File: src/wma_pkg.sv
// ----------------------------------------------------------------------------
// wma_pkg: shared types and constants of the weighted moving average pair
// Sample width, default ring depth, width helpers and the pipeline control
// group that the top level hands to the datapath modules.
// ----------------------------------------------------------------------------
package wma_pkg;

    localparam int SAMPLE_W      = 16;
    localparam int DEPTH_DEFAULT = 8;

    // Control that the top level hands to each channel datapath.
    typedef struct packed {
        logic upd;   // stage A item moves into the running sums
        logic ld_c;  // magnitude stage loads
        logic ld_d;  // multiply stage loads
        logic ld_o;  // result register loads
    } t_pipe_ctl;

    // Address width of a ring; a single-entry ring still gets one bit.
    function automatic int addr_width(input int depth);
        return (depth > 1) ? $clog2(depth) : 1;
    endfunction

    // Width of the weighted sum, which reaches 2^15 * DEPTH*(DEPTH+1)/2.
    function automatic int wsum_width(input int depth);
        return SAMPLE_W + $clog2(depth * (depth + 1) / 2) + 1;
    endfunction

endpackage

File: src/wma_in_if.sv
// ----------------------------------------------------------------------------
// wma_in_if: input channel of the weighted moving average pair
// Valid/ready channel that carries one left and one right sample.
// ----------------------------------------------------------------------------
interface wma_in_if;

    logic                                valid;
    logic                                ready;
    logic signed [wma_pkg::SAMPLE_W-1:0] left_sample;
    logic signed [wma_pkg::SAMPLE_W-1:0] right_sample;

    modport source (output valid, output left_sample, output right_sample, input ready);
    modport sink   (input valid, input left_sample, input right_sample, output ready);

endinterface

File: src/wma_out_if.sv
// ----------------------------------------------------------------------------
// wma_out_if: output channel of the weighted moving average pair
// Valid/ready channel that carries one left and one right smoothed value.
// ----------------------------------------------------------------------------
interface wma_out_if;

    logic                                valid;
    logic                                ready;
    logic signed [wma_pkg::SAMPLE_W-1:0] left_smoothed;
    logic signed [wma_pkg::SAMPLE_W-1:0] right_smoothed;

    modport source (output valid, output left_smoothed, output right_smoothed, input ready);
    modport sink   (input valid, input left_smoothed, input right_smoothed, output ready);

endinterface

File: src/wma_ram.sv
// ----------------------------------------------------------------------------
// wma_ram: generic simple dual-port RAM
// One write port and one read port with registered read data. A read of the
// address written in the same cycle returns the old contents.
// ----------------------------------------------------------------------------
module wma_ram #(
    parameter int WIDTH = wma_pkg::SAMPLE_W,
    parameter int DEPTH = wma_pkg::DEPTH_DEFAULT
) (
    input  logic                                  i_clk,
    input  logic                                  i_we,
    input  logic [wma_pkg::addr_width(DEPTH)-1:0] i_waddr,
    input  logic [WIDTH-1:0]                      i_wdata,
    input  logic                                  i_re,
    input  logic [wma_pkg::addr_width(DEPTH)-1:0] i_raddr,
    output logic [WIDTH-1:0]                      o_rdata
);
    import wma_pkg::*;

    logic [WIDTH-1:0] r_mem [DEPTH];
    logic [WIDTH-1:0] r_rdata;

    always_ff @(posedge i_clk) begin
        if (i_we) begin
            r_mem[i_waddr] <= i_wdata;
        end
        if (i_re) begin
            r_rdata <= r_mem[i_raddr];
        end
    end

    assign o_rdata = r_rdata;

endmodule

File: src/wma_sum.sv
// ----------------------------------------------------------------------------
// wma_sum: running sums of one channel
// Keeps the plain sum and the linearly weighted sum of the ring. A new sample
// enters with weight DEPTH while every older sample loses one unit of weight,
// which is the same as subtracting the plain sum.
// ----------------------------------------------------------------------------
module wma_sum #(
    parameter int DEPTH = wma_pkg::DEPTH_DEFAULT
) (
    input  logic                                         i_clk,
    input  logic                                         i_rst_n,
    input  wma_pkg::t_pipe_ctl                           i_ctl,
    input  logic signed [wma_pkg::SAMPLE_W-1:0]          i_sample,
    input  logic        [wma_pkg::SAMPLE_W-1:0]          i_old,
    input  logic                                         i_old_valid,
    output logic signed [wma_pkg::wsum_width(DEPTH)-1:0] o_wsum
);
    import wma_pkg::*;

    localparam int SUM_W  = SAMPLE_W + $clog2(DEPTH) + 1;
    localparam int WSUM_W = wsum_width(DEPTH);
    localparam logic signed [WSUM_W-1:0] DEPTH_S = WSUM_W'(DEPTH);

    logic signed [SAMPLE_W-1:0] old_s;
    logic signed [SUM_W-1:0]    r_s;
    logic signed [SUM_W-1:0]    n_s;
    logic signed [WSUM_W-1:0]   r_w;
    logic signed [WSUM_W-1:0]   n_w;

    // An entry not yet written since reset counts as zero.
    assign old_s = i_old_valid ? $signed(i_old) : '0;

    assign n_s = r_s + SUM_W'(i_sample) - SUM_W'(old_s);
    assign n_w = r_w + WSUM_W'(i_sample) * DEPTH_S - WSUM_W'(r_s);

    always_ff @(posedge i_clk) begin
        if (!i_rst_n) begin
            r_s <= '0;
            r_w <= '0;
        end else if (i_ctl.upd) begin
            r_s <= n_s;
            r_w <= n_w;
        end
    end

    assign o_wsum = r_w;

endmodule

File: src/wma_div.sv
// ----------------------------------------------------------------------------
// wma_div: division of a weighted sum by DEPTH*(DEPTH+1)/2
// Three stages: sign and magnitude, multiplication by a rounded-up reciprocal,
// then shift and restore the sign. The reciprocal is exact over the whole
// magnitude range, so the quotient truncates toward zero.
// ----------------------------------------------------------------------------
module wma_div #(
    parameter int DEPTH = wma_pkg::DEPTH_DEFAULT
) (
    input  logic                                         i_clk,
    input  wma_pkg::t_pipe_ctl                           i_ctl,
    input  logic signed [wma_pkg::wsum_width(DEPTH)-1:0] i_wsum,
    output logic signed [wma_pkg::SAMPLE_W-1:0]          o_result
);
    import wma_pkg::*;

    localparam int     WSUM_W  = wsum_width(DEPTH);
    localparam longint DIVISOR = longint'(DEPTH) * (DEPTH + 1) / 2;
    localparam longint MAG_MAX = longint'(2 ** (SAMPLE_W - 1)) * DIVISOR;
    localparam int     MAG_W   = $clog2(MAG_MAX + 1);
    localparam int     LOG_D   = $clog2(DIVISOR);
    localparam int     SHIFT   = MAG_W + LOG_D;
    localparam int     RECIP_W = MAG_W + 2;
    localparam int     PROD_W  = MAG_W + RECIP_W;
    localparam int     QUOT_W  = SAMPLE_W + 1;
    localparam longint RECIP   = ((longint'(1) << SHIFT) + DIVISOR - 1) / DIVISOR;
    localparam logic [RECIP_W-1:0] RECIP_V = RECIP_W'(RECIP);

    logic                       n_neg;
    logic [WSUM_W-1:0]          abs_full;
    logic [MAG_W-1:0]           r_mag;
    logic                       r_neg_c;
    logic [PROD_W-1:0]          n_prod;
    logic [PROD_W-1:0]          r_prod;
    logic                       r_neg_d;
    logic [QUOT_W-1:0]          quot;
    logic [QUOT_W-1:0]          quot_sgn;
    logic signed [SAMPLE_W-1:0] r_result;

    assign n_neg    = i_wsum[WSUM_W-1];
    assign abs_full = n_neg ? WSUM_W'(-i_wsum) : WSUM_W'(i_wsum);
    assign n_prod   = r_mag * RECIP_V;
    assign quot     = r_prod[SHIFT +: QUOT_W];
    assign quot_sgn = r_neg_d ? QUOT_W'(-quot) : quot;

    always_ff @(posedge i_clk) begin
        if (i_ctl.ld_c) begin
            r_mag   <= MAG_W'(abs_full);
            r_neg_c <= n_neg;
        end
        if (i_ctl.ld_d) begin
            r_prod  <= n_prod;
            r_neg_d <= r_neg_c;
        end
        if (i_ctl.ld_o) begin
            r_result <= $signed(quot_sgn[SAMPLE_W-1:0]);
        end
    end

    assign o_result = r_result;

endmodule

File: src/weighted_moving_average_pair.sv
// ----------------------------------------------------------------------------
// weighted_moving_average_pair: two-channel linearly weighted moving average
// Smooths a left and a right command stream. Each output is the weighted sum
// of the last DEPTH samples of its channel, newest weight DEPTH, oldest
// weight 1, divided by DEPTH*(DEPTH+1)/2 and truncated toward zero.
//
//   Channel  Direction  Handshake      Payload
//   i_in     in         valid / ready  left_sample, right_sample (s16 Q1.15)
//   o_out    out        valid / ready  left_smoothed, right_smoothed (s16)
//
// One transaction is accepted per clock while the output is not held off;
// its result passes through stages A (sample and ring read), B (running
// sums), C (magnitude), D (reciprocal multiply) and the output register.
// Reset is synchronous and active low; it zeroes the running sums, the write
// position and the lap flag, so both rings read as all zero at once.
// Each stage holds only while its successor is full and stalled, so bubbles
// close up and the input stays ready until all five stages are occupied.
// ----------------------------------------------------------------------------
module weighted_moving_average_pair #(
    parameter int DEPTH = wma_pkg::DEPTH_DEFAULT
) (
    input  logic      i_clk,
    input  logic      i_rst_n,
    wma_in_if.sink    i_in,
    wma_out_if.source o_out
);
    import wma_pkg::*;

    localparam int PTR_W  = addr_width(DEPTH);
    localparam int WSUM_W = wsum_width(DEPTH);

    // Stage enables: a stage loads when it is empty or its successor moves.
    logic en_a;
    logic en_b;
    logic en_c;
    logic en_d;
    logic en_o;
    logic accept;

    // Stage valid flags. Stage B data lives in the running sum registers.
    logic r_va;
    logic r_vb;
    logic r_vc;
    logic r_vd;
    logic r_vo;

    // Ring write position, shared by both channels, and the lap flag. Once a
    // full lap is done, the entry at the write position holds a real sample;
    // before that it has not been written since reset and is taken as zero.
    logic [PTR_W-1:0] r_wp;
    logic [PTR_W-1:0] n_wp;
    logic             r_wrapped;
    logic             at_last;

    // Stage A payload. The overwritten ring entries arrive from the RAMs.
    logic signed [SAMPLE_W-1:0] r_left_a;
    logic signed [SAMPLE_W-1:0] r_right_a;
    logic                       r_oldv_a;
    logic [SAMPLE_W-1:0]        left_old;
    logic [SAMPLE_W-1:0]        right_old;

    logic signed [WSUM_W-1:0]   left_wsum;
    logic signed [WSUM_W-1:0]   right_wsum;
    logic signed [SAMPLE_W-1:0] left_res;
    logic signed [SAMPLE_W-1:0] right_res;

    t_pipe_ctl ctl;

    assign en_o   = !r_vo || o_out.ready;
    assign en_d   = !r_vd || en_o;
    assign en_c   = !r_vc || en_d;
    assign en_b   = !r_vb || en_c;
    assign en_a   = !r_va || en_b;
    assign accept = i_in.valid && en_a;

    assign i_in.ready = en_a;

    assign ctl.upd  = r_va && en_b;
    assign ctl.ld_c = en_c;
    assign ctl.ld_d = en_d;
    assign ctl.ld_o = en_o;

    assign at_last = (r_wp == PTR_W'(DEPTH - 1));
    assign n_wp    = at_last ? '0 : r_wp + 1'b1;

    always_ff @(posedge i_clk) begin
        if (!i_rst_n) begin
            r_va      <= 1'b0;
            r_vb      <= 1'b0;
            r_vc      <= 1'b0;
            r_vd      <= 1'b0;
            r_vo      <= 1'b0;
            r_wp      <= '0;
            r_wrapped <= 1'b0;
        end else begin
            if (en_a) begin
                r_va <= accept;
            end
            if (en_b) begin
                r_vb <= r_va;
            end
            if (en_c) begin
                r_vc <= r_vb;
            end
            if (en_d) begin
                r_vd <= r_vc;
            end
            if (en_o) begin
                r_vo <= r_vd;
            end
            if (accept) begin
                r_wp <= n_wp;
                if (at_last) begin
                    r_wrapped <= 1'b1;
                end
            end
        end
    end

    always_ff @(posedge i_clk) begin
        if (accept) begin
            r_left_a  <= i_in.left_sample;
            r_right_a <= i_in.right_sample;
            r_oldv_a  <= r_wrapped;
        end
    end

    // Each ring writes the new sample and reads the entry it replaces in the
    // same cycle; the RAM returns the old contents.
    wma_ram #(.WIDTH(SAMPLE_W), .DEPTH(DEPTH)) u_left_ring (
        .i_clk   (i_clk),
        .i_we    (accept),
        .i_waddr (r_wp),
        .i_wdata (i_in.left_sample),
        .i_re    (accept),
        .i_raddr (r_wp),
        .o_rdata (left_old)
    );

    wma_ram #(.WIDTH(SAMPLE_W), .DEPTH(DEPTH)) u_right_ring (
        .i_clk   (i_clk),
        .i_we    (accept),
        .i_waddr (r_wp),
        .i_wdata (i_in.right_sample),
        .i_re    (accept),
        .i_raddr (r_wp),
        .o_rdata (right_old)
    );

    wma_sum #(.DEPTH(DEPTH)) u_left_sum (
        .i_clk       (i_clk),
        .i_rst_n     (i_rst_n),
        .i_ctl       (ctl),
        .i_sample    (r_left_a),
        .i_old       (left_old),
        .i_old_valid (r_oldv_a),
        .o_wsum      (left_wsum)
    );

    wma_sum #(.DEPTH(DEPTH)) u_right_sum (
        .i_clk       (i_clk),
        .i_rst_n     (i_rst_n),
        .i_ctl       (ctl),
        .i_sample    (r_right_a),
        .i_old       (right_old),
        .i_old_valid (r_oldv_a),
        .o_wsum      (right_wsum)
    );

    wma_div #(.DEPTH(DEPTH)) u_left_div (
        .i_clk    (i_clk),
        .i_ctl    (ctl),
        .i_wsum   (left_wsum),
        .o_result (left_res)
    );

    wma_div #(.DEPTH(DEPTH)) u_right_div (
        .i_clk    (i_clk),
        .i_ctl    (ctl),
        .i_wsum   (right_wsum),
        .o_result (right_res)
    );

    assign o_out.valid          = r_vo;
    assign o_out.left_smoothed  = left_res;
    assign o_out.right_smoothed = right_res;

`ifndef SYNTH
    // The write position never leaves the ring.
    a_wp_range: assert property (@(posedge i_clk) disable iff (!i_rst_n)
        r_wp <= PTR_W'(DEPTH - 1))
        else $error("write position beyond ring depth");

    // Once a full lap is done, the lap flag stays set until reset.
    a_wrapped_sticky: assert property (@(posedge i_clk) disable iff (!i_rst_n)
        r_wrapped |=> r_wrapped)
        else $error("lap flag dropped without reset");

    // The input is held off only when every stage is occupied.
    a_full_when_stalled: assert property (@(posedge i_clk) disable iff (!i_rst_n)
        !i_in.ready |-> (r_va && r_vb && r_vc && r_vd && r_vo))
        else $error("input stalled with a stage empty");

    // An accepted transaction always reaches stage A.
    a_accept_to_a: assert property (@(posedge i_clk) disable iff (!i_rst_n)
        accept |=> r_va)
        else $error("accepted transaction missing from stage A");
`endif

endmodule

File: src/flat_wrapper.sv
// flat-port wrapper written by rule: the top's interface ports become plain ports
module weighted_moving_average_pair_flat import wma_pkg::*;
#(
    parameter int DEPTH = wma_pkg::DEPTH_DEFAULT
)
  (i_clk, i_rst_n, i_in_valid, i_in_left_sample, i_in_right_sample, i_in_ready, o_out_valid, o_out_left_smoothed, o_out_right_smoothed, o_out_ready);
  wma_in_if i_in_i ();
  wma_out_if o_out_i ();
  input  logic i_clk;
  input  logic i_rst_n;
  input wire logic [$bits(i_in_i.valid)-1:0] i_in_valid;
  input wire logic [$bits(i_in_i.left_sample)-1:0] i_in_left_sample;
  input wire logic [$bits(i_in_i.right_sample)-1:0] i_in_right_sample;
  output wire logic [$bits(i_in_i.ready)-1:0] i_in_ready;
  output wire logic [$bits(o_out_i.valid)-1:0] o_out_valid;
  output wire logic [$bits(o_out_i.left_smoothed)-1:0] o_out_left_smoothed;
  output wire logic [$bits(o_out_i.right_smoothed)-1:0] o_out_right_smoothed;
  input wire logic [$bits(o_out_i.ready)-1:0] o_out_ready;
  assign i_in_i.valid = i_in_valid;
  assign i_in_i.left_sample = i_in_left_sample;
  assign i_in_i.right_sample = i_in_right_sample;
  assign i_in_ready = i_in_i.ready;
  assign o_out_valid = o_out_i.valid;
  assign o_out_left_smoothed = o_out_i.left_smoothed;
  assign o_out_right_smoothed = o_out_i.right_smoothed;
  assign o_out_i.ready = o_out_ready;
  weighted_moving_average_pair #(.DEPTH(DEPTH)) u_core (.i_clk(i_clk), .i_rst_n(i_rst_n), .i_in(i_in_i), .o_out(o_out_i));
endmodule
File: config.mk
export PLATFORM = sky130hd
export DESIGN_NAME = weighted_moving_average_pair_flat
export DESIGN_NICKNAME = d
export VERILOG_FILES = /design/src/wma_pkg.sv /design/src/wma_in_if.sv /design/src/wma_out_if.sv /design/src/wma_ram.sv /design/src/wma_sum.sv /design/src/wma_div.sv /design/src/weighted_moving_average_pair.sv /design/src/flat_wrapper.sv
export SDC_FILE = /design/constraint.sdc
export NUM_CORES = 2
export LEC_CHECK = 0
export BUFFER_PORTS_ARGS = -buffer_cell sky130_fd_sc_hd__buf_2
export CORE_MARGIN = 3
export CORE_UTILIZATION = 45
export DETAILED_ROUTE_END_ITERATION = 10
export GPL_ROUTABILITY_DRIVEN = 0
export PLACE_DENSITY = 0.57
export REMOVE_ABC_BUFFERS = 1
export SLEW_MARGIN = 0
export SYNTH_ARGS = -nofsm -noshare
export SYNTH_HDL_FRONTEND = slang
export SYNTH_SLANG_ARGS = --single-unit
File: constraint.sdc
create_clock -name i_clk -period 9.4 [get_ports i_clk]
set_clock_uncertainty 0.2 [all_clocks]
set_input_delay 1.88 -clock i_clk [delete_from_list [all_inputs] [get_ports i_clk]]
set_output_delay 1.88 -clock i_clk [all_outputs]
set_load 0.01 [all_outputs]
==> impl_metrics.env <==
export IMPL_dp_cells=4596
export IMPL_fin_tns_setup_ns=0
export IMPL_antenna_found_initial=5
export IMPL_core_sq_um=84200
export IMPL_synth_distinct_cells=66
export IMPL_gr_total_overflow=0
export IMPL_drive_gt1_share_pct=5.69
export IMPL_wire_per_inst_microns=17.0
export IMPL_setup_slack_ns=2.23
export IMPL_cp_arrival_ns=7.34
export IMPL_row_count=106
export IMPL_final_cells=4703
export IMPL_nets=4363
export IMPL_cts_tree="done"
export IMPL_drtPass1Iterations=5
export IMPL_ctsResizeCount=0
export IMPL_worst_pin_slew_ns=1.07
export IMPL_worstPathMaxFanout=5
export IMPL_final_util_pct=50.0
export IMPL_period_needed_ns=7.17
export IMPL_start_util_pct=45.7
export IMPL_worstSkewPairLatency_ns=0.65
export IMPL_cp_end_kind="flop"
export IMPL_synth_edf_count=431
export IMPL_synthDominantCellAreaShare_pct=33.6
export IMPL_wl_microns=80200
export IMPL_r2r_slack_ns=2.23
export IMPL_hold_path_cell_count=0
export IMPL_drc=0
export IMPL_grt_pass1_wl_microns=131000
export IMPL_cp_required_ns=9.56
export IMPL_diodes=0
export IMPL_die_h_microns=299
export IMPL_pre_cts_ws_ns=2.29
export IMPL_drtAntennaViolNets=0
export IMPL_hold_buffers=0
export IMPL_ys_seq_elements=526
export IMPL_grt_pass1_vias=24063
export IMPL_vias=23511
export IMPL_cts_sinks=526
export IMPL_synth_ff_type="edfxtp_1"
export IMPL_r2r_end="u_core.u_right_div.r_prod[40]"
export IMPL_yosysWarnings=0
export IMPL_synth_top_area_cell="edfxtp_1"
export IMPL_dieArea_sq_um=89100
export IMPL_dpl_hpwl_microns=60900
export IMPL_grt_usage_pct=18.4
export IMPL_cts_setup_buffers=0
export IMPL_reg2reg_depth=22
export IMPL_syn_avg_cell_area_sq_um=11.2
export IMPL_max_freq_mhz=139
export IMPL_outcome="completed"
export IMPL_synth_seq_area_share_pct=38.5
export IMPL_maxSlewViolCount=0
export IMPL_crit_path_end="u_core.u_right_div.r_prod[40]"
export IMPL_async_flop_share_pct=0
export IMPL_clk_path_buf_depth=3
export IMPL_layout_area_overhead_vs_synth_pct=9.27
export IMPL_htreeDepth=2
export IMPL_drt_iter0_markers=1110
export IMPL_via_per_inst=5.00
export IMPL_hold_viol=0
export IMPL_grt_max_degree=61
export IMPL_ios=70
export IMPL_syn_inst=3447
export IMPL_start_kind="flop"
export IMPL_setup_viol=0
export IMPL_port_buffers=69
export IMPL_r2r_start="u_core.u_right_div.r_mag[18]"
export IMPL_rsz0062_at_grt="no"
export IMPL_hold_path_class="reg -> reg"
export IMPL_cp_startpoint="u_core.u_right_div.r_mag[18]"
export IMPL_cap_viol_max_count=0
export IMPL_fp_dieW_microns=299
export IMPL_max_slew_margin_pct=28.7
export IMPL_synth_area_sq_um=38500
export IMPL_path_clk_slew_ns=0.06
export IMPL_cts_root_buf="clkbuf_16"
export IMPL_ys_top_cells_by_area="edfxtp_1, fa_1, ha_1"
export IMPL_crit_type="reg -> reg"
export IMPL_numCtsBuffers=57
export IMPL_fin_crit_sh_pct=76.3
## worst max-delay path, cell delays in order, from the launching register on
cell and delay (ns):
edfxtp_1 0.49, fa_1 0.65, inv_1 0.07, fa_1 0.47, inv_1 0.05, fa_1 0.53
fa_1 0.44, fa_1 0.49, inv_1 0.05, fa_1 0.47, inv_1 0.04, ha_1 0.27
ha_1 0.30, a211oi_1 0.24, o21ai_1 0.11, a211oi_1 0.30, o21ai_0 0.17, o211ai_1 0.30
nand2_1 0.15, a221o_1 0.38, a2111oi_0 0.46, nor3_1 0.13, xor2_1 0.15
## cell type report
class | count | area (sq um)
clock buffer | 78 | 1590
clock inverter | 29 | 290
fill | 7607 | 42100
inverter | 754 | 2830
multi-input combinational | 2091 | 20600
sequential | 526 | 14800
tap | 1134 | 1420
timing repair buffer | 91 | 510
## cells in the mapped netlist, types with 4 or more instances
| library cell | n |
|---|---|
| a211oi_1 | 22 |
| or3_1 | 15 |
| buf_1 | 7 |
| xor2_1 | 43 |
| o21ai_1 | 13 |
| a21oi_1 | 146 |
| nor2b_1 | 11 |
| o21a_1 | 16 |
| nand3_1 | 30 |
| mux2i_1 | 4 |
| o311ai_1 | 4 |
| dfxtp_1 | 95 |
| nor4_1 | 7 |
| nor3b_1 | 5 |
| nand2_1 | 200 |
| o211ai_1 | 10 |
| a21o_1 | 63 |
| o41ai_1 | 10 |
| a2111oi_0 | 4 |
| and2_1 | 41 |
| a22oi_1 | 128 |
| xnor2_1 | 125 |
| inv_1 | 754 |
| and3_1 | 13 |
| clkbuf_1 | 68 |
| or4_1 | 10 |
| nor2_1 | 87 |
| nor3_1 | 31 |
| or2_2 | 9 |
| nand4_1 | 46 |
| a31oi_1 | 17 |
| o31ai_1 | 16 |
| o21bai_1 | 19 |
| nand2b_1 | 18 |
| o21ai_0 | 72 |
| ha_1 | 468 |
| fa_1 | 338 |
| edfxtp_1 | 431 |
| a221oi_1 | 5 |
## worst min-delay path by stage
stage | startpoint | endpoint | slack, ns
finish | u_core.r_wrapped | u_core.r_oldv_a | 0.24
global route | u_core.r_wrapped | u_core.r_oldv_a | 0.26
CTS | u_core.r_wrapped | u_core.r_oldv_a | 0.24
detailed placement | u_core.r_wrapped | u_core.r_oldv_a | 0.23
global placement | u_core.r_wrapped | u_core.r_oldv_a | 0.22
floorplan | u_core.u_left_div.r_neg_c | u_core.u_left_div.r_neg_d | 0.20
## flip-flops by register name (all words and copies together) (netlist names), 3 cells and up
signal                       cells
u_core.r_left_a                 16
u_core.u_right_sum.o_wsum       23
u_core.u_right_div.r_mag        21
u_core.u_right_ring.o_rdata     16
u_core.u_left_sum.r_s           20
u_core.u_left_ring.o_rdata      16
u_core.r_wp                      3
u_core.u_left_div.o_result      16
u_core.u_right_sum.r_s          20
u_core.u_left_sum.o_wsum        23
u_core.u_left_div.r_mag         21
u_core.u_right_div.o_result     16
u_core.r_right_a                16
u_core.u_right_div.r_prod       16
u_core.u_left_ring.r_mem       128
u_core.u_right_ring.r_mem      128
u_core.u_left_div.r_prod        16
## through the flow
step / hold slack, ns / instance area (sq um)
final: 0.242 / 42100
after global placement: 0.216 / 40200
after floorplan: 0.200 / 38200
after global routing: 0.257 / 42100
after detailed placement: 0.227 / 40200
after CTS: 0.243 / 42100
## metal layers
layer  part of all wire (%)  GRT usage, %  wire (microns)  vias up
met3                    3.7          2.59            2940      106
met4                    1.8          3.66            1480       10
li1                       -             -               -    11771
met2                     46          30.3           36900      356
met5                  0.070             0              56        -
met1                     48          26.0           38800    11268
## logic make-up (layout without fill, tap and decap cells)
kind of cell	count (synthesis)	count (layout)	synth area share (%)
adders and majority gates	806	806	32.8
buffers and inverters	830	952	8.09
and+or+nand+nor	535	535	6.75
AOI/OAI and AO/OA	578	578	9.91
DFF	526	526	38.5
muxes	4	4	0.104
xor gates and xnor gates	168	168	3.82
## placed cells by master, fill, tap and decap left out, types with 9 or more instances in the layout
master     synthesis  routed
xnor2_1          125     125
nor2_1            87      85
clkbuf_1          68      16
a21o_1            63      63
a31oi_1           17      17
o31ai_1           16      16
o21bai_1          19      19
clkbuf_16          0      60
o21ai_1           13      13
buf_2              1      69
nor2b_1           11      11
o41ai_1           10      10
a22oi_1          128     128
ha_1             468     468
nand3_1           30      30
o211ai_1          10      10
or3_1             15      15
or4_1             10      10
a21oi_1          146     146
and2_1            41      36
nand2b_1          18      18
inv_1            754     751
nand2_1          200     199
nor3_1            31      28
xor2_1            43      43
fa_1             338     338
and3_1            13      13
o21ai_0           72      72
or2_2              9       9
nand4_1           46      46
a211oi_1          22      22
clkinv_1           0       9
edfxtp_1         431     431
dfxtp_1           95      95
buf_4              0      22
o21a_1            16      16
Power is not shown: default switching activity piles up to over one toggle a cycle in this logic, so the estimate is an artifact.
